--- config.mk ---
export PLATFORM = sky130hd
export DESIGN_NAME = nqh_hash
export DESIGN_NICKNAME = d
export VERILOG_FILES = /design/src/rtl/nqh_pkg.sv /design/src/rtl/nqh_hash.sv
export SDC_FILE = /design/constraint.sdc
export NUM_CORES = 2
export LEC_CHECK = 0
export ABC_AREA = 1
export ABC_CLOCK_PERIOD_IN_PS = 12500
export BUFFER_PORTS_ARGS = -buffer_cell sky130_fd_sc_hd__buf_2
export CAP_MARGIN = 20
export CORE_MARGIN = 2
export CORE_UTILIZATION = 65
export CTS_BUF_LIST = sky130_fd_sc_hd__clkbuf_8
export DETAILED_ROUTE_END_ITERATION = 8
export PLACE_DENSITY = 0.93
export SYNTH_ARGS = -nofsm -noshare
export SYNTH_HDL_FRONTEND = slang
export SYNTH_SLANG_ARGS = --single-unit
export TNS_END_PERCENT = 30
--- constraint.sdc ---
create_clock -name clk -period 12.5 [get_ports clk]
set_input_delay 2.5 -clock clk [delete_from_list [all_inputs] [get_ports clk]]
set_output_delay 2.5 -clock clk [all_outputs]
set_load 0.1 [all_outputs]
--- src/rtl/nqh_pkg.sv ---
// ----------------------------------------------------------------------------
// nqh_pkg
// Shared types and constants for the note quantizer and humanizer.
// ----------------------------------------------------------------------------
package nqh_pkg;

    typedef enum logic [1:0] {
        REG_GRID     = 2'd0,
        REG_STRENGTH = 2'd1,
        REG_HUMANIZE = 2'd2,
        REG_UNUSED   = 2'd3
    } nqh_reg_t;

    typedef struct packed {
        logic        neg;
        logic [23:0] mag;
    } nqh_unit_t;

    localparam int DIV_NUM_W = 33;
    localparam int DIV_DEN_W = 17;
    localparam int SIDE_W    = 78;

    localparam logic [63:0] HASH_C1   = 64'hff51afd7ed558ccd;
    localparam logic [63:0] HASH_C2   = 64'hc4ceb9fe1a85ec53;
    localparam logic [15:0] SALT_TICK = 16'hC401;
    localparam logic [15:0] SALT_VEL  = 16'hC402;

    localparam logic [16:0] Q16_ONE   = 17'd65536;
    localparam logic [17:0] RECIP25   = 18'd167773;
    localparam logic [59:0] TICK_BIAS = 60'd25 << 39;
    localparam logic [43:0] VEL_BIAS  = 44'd25 << 25;
    localparam logic [30:0] TICK_MAX  = 31'h7FFFFFFF;
    localparam logic [14:0] VEL_MAX   = 15'd24576;

endpackage

--- src/rtl/nqh_hash.sv ---
// ----------------------------------------------------------------------------
// nqh_hash
// Four-stage 64-bit mix hash of an id and salt, giving a signed unit value.
// ----------------------------------------------------------------------------
module nqh_hash (
    input  logic                  clk,
    input  logic                  en,
    input  logic [31:0]           id,
    input  logic [15:0]           salt,
    output nqh_pkg::nqh_unit_t    unit
);
    import nqh_pkg::*;

    logic [63:0] lo1_reg;
    logic [31:0] hi1_reg;
    logic [63:0] v2_reg;
    logic [63:0] ll_reg;
    logic [31:0] lh_reg;
    logic [31:0] hl_reg;
    nqh_unit_t   unit_reg;

    logic [31:0] a;
    logic [63:0] hi1_full;
    logic [63:0] p_sum;
    logic [63:0] lh_full;
    logic [63:0] hl_full;
    logic [63:0] q_sum;
    logic [23:0] h;
    nqh_unit_t   unit_next;

    always_comb
    begin
        a         = id ^ {16'h0, salt};
        hi1_full  = a * HASH_C1[63:32];
        p_sum     = lo1_reg + {hi1_reg, 32'h0};
        lh_full   = v2_reg[31:0] * HASH_C2[63:32];
        hl_full   = v2_reg[63:32] * HASH_C2[31:0];
        q_sum     = ll_reg + {32'(lh_reg + hl_reg), 32'h0};
        h         = q_sum[23:0] ^ q_sum[56:33];
        unit_next.neg = ~h[23];
        unit_next.mag = h[23] ? {h[22:0], 1'b1} : ~{h[22:0], 1'b0};
    end

    always_ff @(posedge clk)
    begin
        if (en)
        begin
            lo1_reg  <= a * HASH_C1[31:0];
            hi1_reg  <= hi1_full[31:0];
            v2_reg   <= p_sum ^ (p_sum >> 33);
            ll_reg   <= v2_reg[31:0] * HASH_C2[31:0];
            lh_reg   <= lh_full[31:0];
            hl_reg   <= hl_full[31:0];
            unit_reg <= unit_next;
        end
    end

    assign unit = unit_reg;

endmodule

==> metrics.md <==
| Metric | Value |
|---|---|
| Hpwl dp | `206000 um` |
| Post-CTS setup buffer count | `0` |
| Initial antenna violation count | `7` |
| HP Class | `flip-flop to flip-flop` |
| Count of pins over their slew limit | `0` |
| Final RePlAce weighted congestion | `1.07` |
| PostCTS Resize Cnt | `0` |
| Slew margin rel. | `20.7%` |
| Initial core utilization | `65.3%` |
| Critical path startpoint category | `input port` |
| Clk_lat worst skew | `0.70 ns` |
| Routed wire length | `235000 um` |
| Async set-or-reset flop fraction in the synthesized netlist | `0%` |
| Max clock buf depth | `3` |
| Seq/Total Area, Yosys | `11.7%` |
| TritonCTS Sinks | `272` |
| Post-DR wirelength/cell | `25.3 um` |
| RSZ-0062 raised after global routing | `false` |
| Overflow after GRT | `0` |
| Fraction of layout instances using a drive strength above 1 | `2.87%` |
| Core area | `107000 um^2` |
| Largest family of logic cells by synthesized area | `adder cells` |
| FP Rows | `120` |
| Mux contribution to synthesized area | `0%` |
| DRT Pass-1 Iters | `9` |
| Yosys cell types | `52` |
| CTS tree | `yes` |
| Initial DRC Count | `4521` |
| Hold_buf cts | `0` |
| First-pass GRT wire length | `350000 um` |
| Synthesis Warnings | `0` |
| CP required | `12.95 ns` |
| Post-synth top flop | `edfxtp_1` |
| Fmax | `99.3 MHz` |
| Max reg flops | `64` |
| Largest net degree at the start of global routing | `77` |
| CP endpoint kind | `flip-flop` |
| Endpoints failing setup | `0` |
| Gr usage total | `43.4%` |
| IO Port Bufs | `73` |
| ANT nets after route | `0` |
| CTS Buf Count | `52` |
| WS Path Type | `input port to flip-flop` |
| Ranking of synthesized cells by area | `fa_1 35%, ha_1 20%, inv_1 13%` |
| Status | `complete, no violations` |
| Min Clock Period, post-route | `10.07 ns` |
| Mean Syn Cell Area | `9.02 um^2` |
| Total vias in the final route | `53700` |
| Vias per cell | `5.77` |
| Final worst path period share | `80.6%` |
| XOR/XNOR Fraction of Synth Area | `4.42%` |
| CP max stage cell | `nor2_1` |
| Total of max-cap violations | `0` |
| Vias in the first global route | `58900` |
| Mapped Nets | `10100` |
| CTS root buffer | `clkbuf_8` |
| Worst-margin pin slew | `1.19 ns` |
| Synth Area in Adders | `55.5%` |
| Die area | `110000 um^2` |
| Post-Syn Area | `69600 um^2` |
| Clock skew | `0.0396 ns` |
| Gate Count Post-Synth | `7717` |
| Die Y | `331 um` |
| Simple-gate share of the synthesized area | `10.3%` |
| Worst EP arrival | `10.52 ns` |
| Area growth syn-to-layout | `5.02%` |
| Die width | `331 um` |
| Yosys reg bits | `272` |
| Slowest stage delay, CP | `0.70 ns` |
| Max H-tree Level | `2` |
| Compound-Gate Fraction of Synth Area | `5.11%` |
| DR DRC count | `0` |
| Setup TNS | `0 ns` |
| Synth top area share | `35.4%` |
| Post-synth top area cell | `fa_1` |
| IO Pins | `75` |
| Crit path max fanout | `8` |
| Reg clk slew, reported paths | `0.06 ns` |
| Post-layout net count | `10300` |
| Fin. Hold Viols | `0` |
| Post-synth EDFFs | `272` |
## logic make-up after synthesis
family | after synthesis
XOR/XNOR | 342
adder cells (fa/ha/maj) | 2348
other | 1
flip-flops | 272
AND/OR/NAND/NOR | 1711
AO/OA/AOI/OAI | 644
buffers and inverters | 2399
## metal layers
layer	track usage, %	up-vias	part of all wire, %
li1	-	23700	-
met1	47.0	26100	34
met2	72.4	2720	47
met3	7.71	1089	7.3
met4	40.6	12	12
met5	0	-	0.034
## placed cells by master (no fill, tap or decap), types with 26 or more instances in the layout
cell type	instances
inv_1	2391
fa_1	1231
ha_1	1117
nand2_1	893
nor2_1	421
a21oi_1	310
edfxtp_1	272
nand3_1	230
xor2_1	226
o21ai_0	185
xnor2_1	108
buf_2	72
nand4_1	57
clkbuf_8	52
nor3_1	48
a31oi_1	31
a21o_1	28
o21bai_1	26
## worst max-delay path: cells and delay by family
family	cells	cell delay [ns]
AND/OR/NAND/NOR	10	1.71
buffers and inverters	7	0.90
XOR/XNOR	1	0.66
AO/OA/AOI/OAI	3	0.84
adder cells (fa/ha/maj)	9	3.88
## final timing paths
path	start	end	slack (ns)	cells past startpoint
worst max register to register	v2_reg[14]$_DFFE_PP_	ll_reg[37]$_DFFE_PP_	4.26	24
worst min register to register	lo1_reg[31]$_DFFE_PP_	v2_reg[31]$_DFFE_PP_	0.42	0
worst max-delay path	salt[7]	lo1_reg[63]$_DFFE_PP_	2.43	30
worst min-delay path	lo1_reg[31]$_DFFE_PP_	v2_reg[31]$_DFFE_PP_	0.42	0
## synth_stat cells (8+ instances only)
| master | count |
|---|---|
| inv_1 | 2386 |
| fa_1 | 1231 |
| ha_1 | 1117 |
| nand2_1 | 893 |
| nor2_1 | 421 |
| a21oi_1 | 310 |
| edfxtp_1 | 272 |
| nand3_1 | 230 |
| xor2_1 | 227 |
| o21ai_0 | 185 |
| xnor2_1 | 108 |
| nand4_1 | 57 |
| nor3_1 | 48 |
| a31oi_1 | 31 |
| a21o_1 | 28 |
| o21bai_1 | 26 |
| nand3b_1 | 16 |
| o211ai_1 | 14 |
| or2_2 | 13 |
| o21ai_1 | 8 |
## cell type report
type	instances	area, um^2
Sequential cell	272	8170
Antenna cell	3	7.51
Fill cell	8190	33500
Clock buffer	52	716
Timing Repair Buffer	96	548
Inverter	2389	8970
Multi-Input combinational cell	5046	52400
Clock inverter	44	533
Tap cell	1403	1760
## through the flow
step                instances  util (%)  hold slack (ns)  setup slack, ns  area (um^2)
CTS                      9302      68.6            0.419             2.50        73100
global route             9303      68.6            0.428             2.10        73100
floorplan                7717         -            0.400             3.48        69600
global placement         9205      67.4            0.407             1.83        71800
finish                   9305      68.6            0.419             2.43        73100
detailed placement       9206      67.4            0.406             1.81        71800
Power is not shown: default switching activity piles up to over one toggle a cycle in this logic, so the estimate is an artifact.
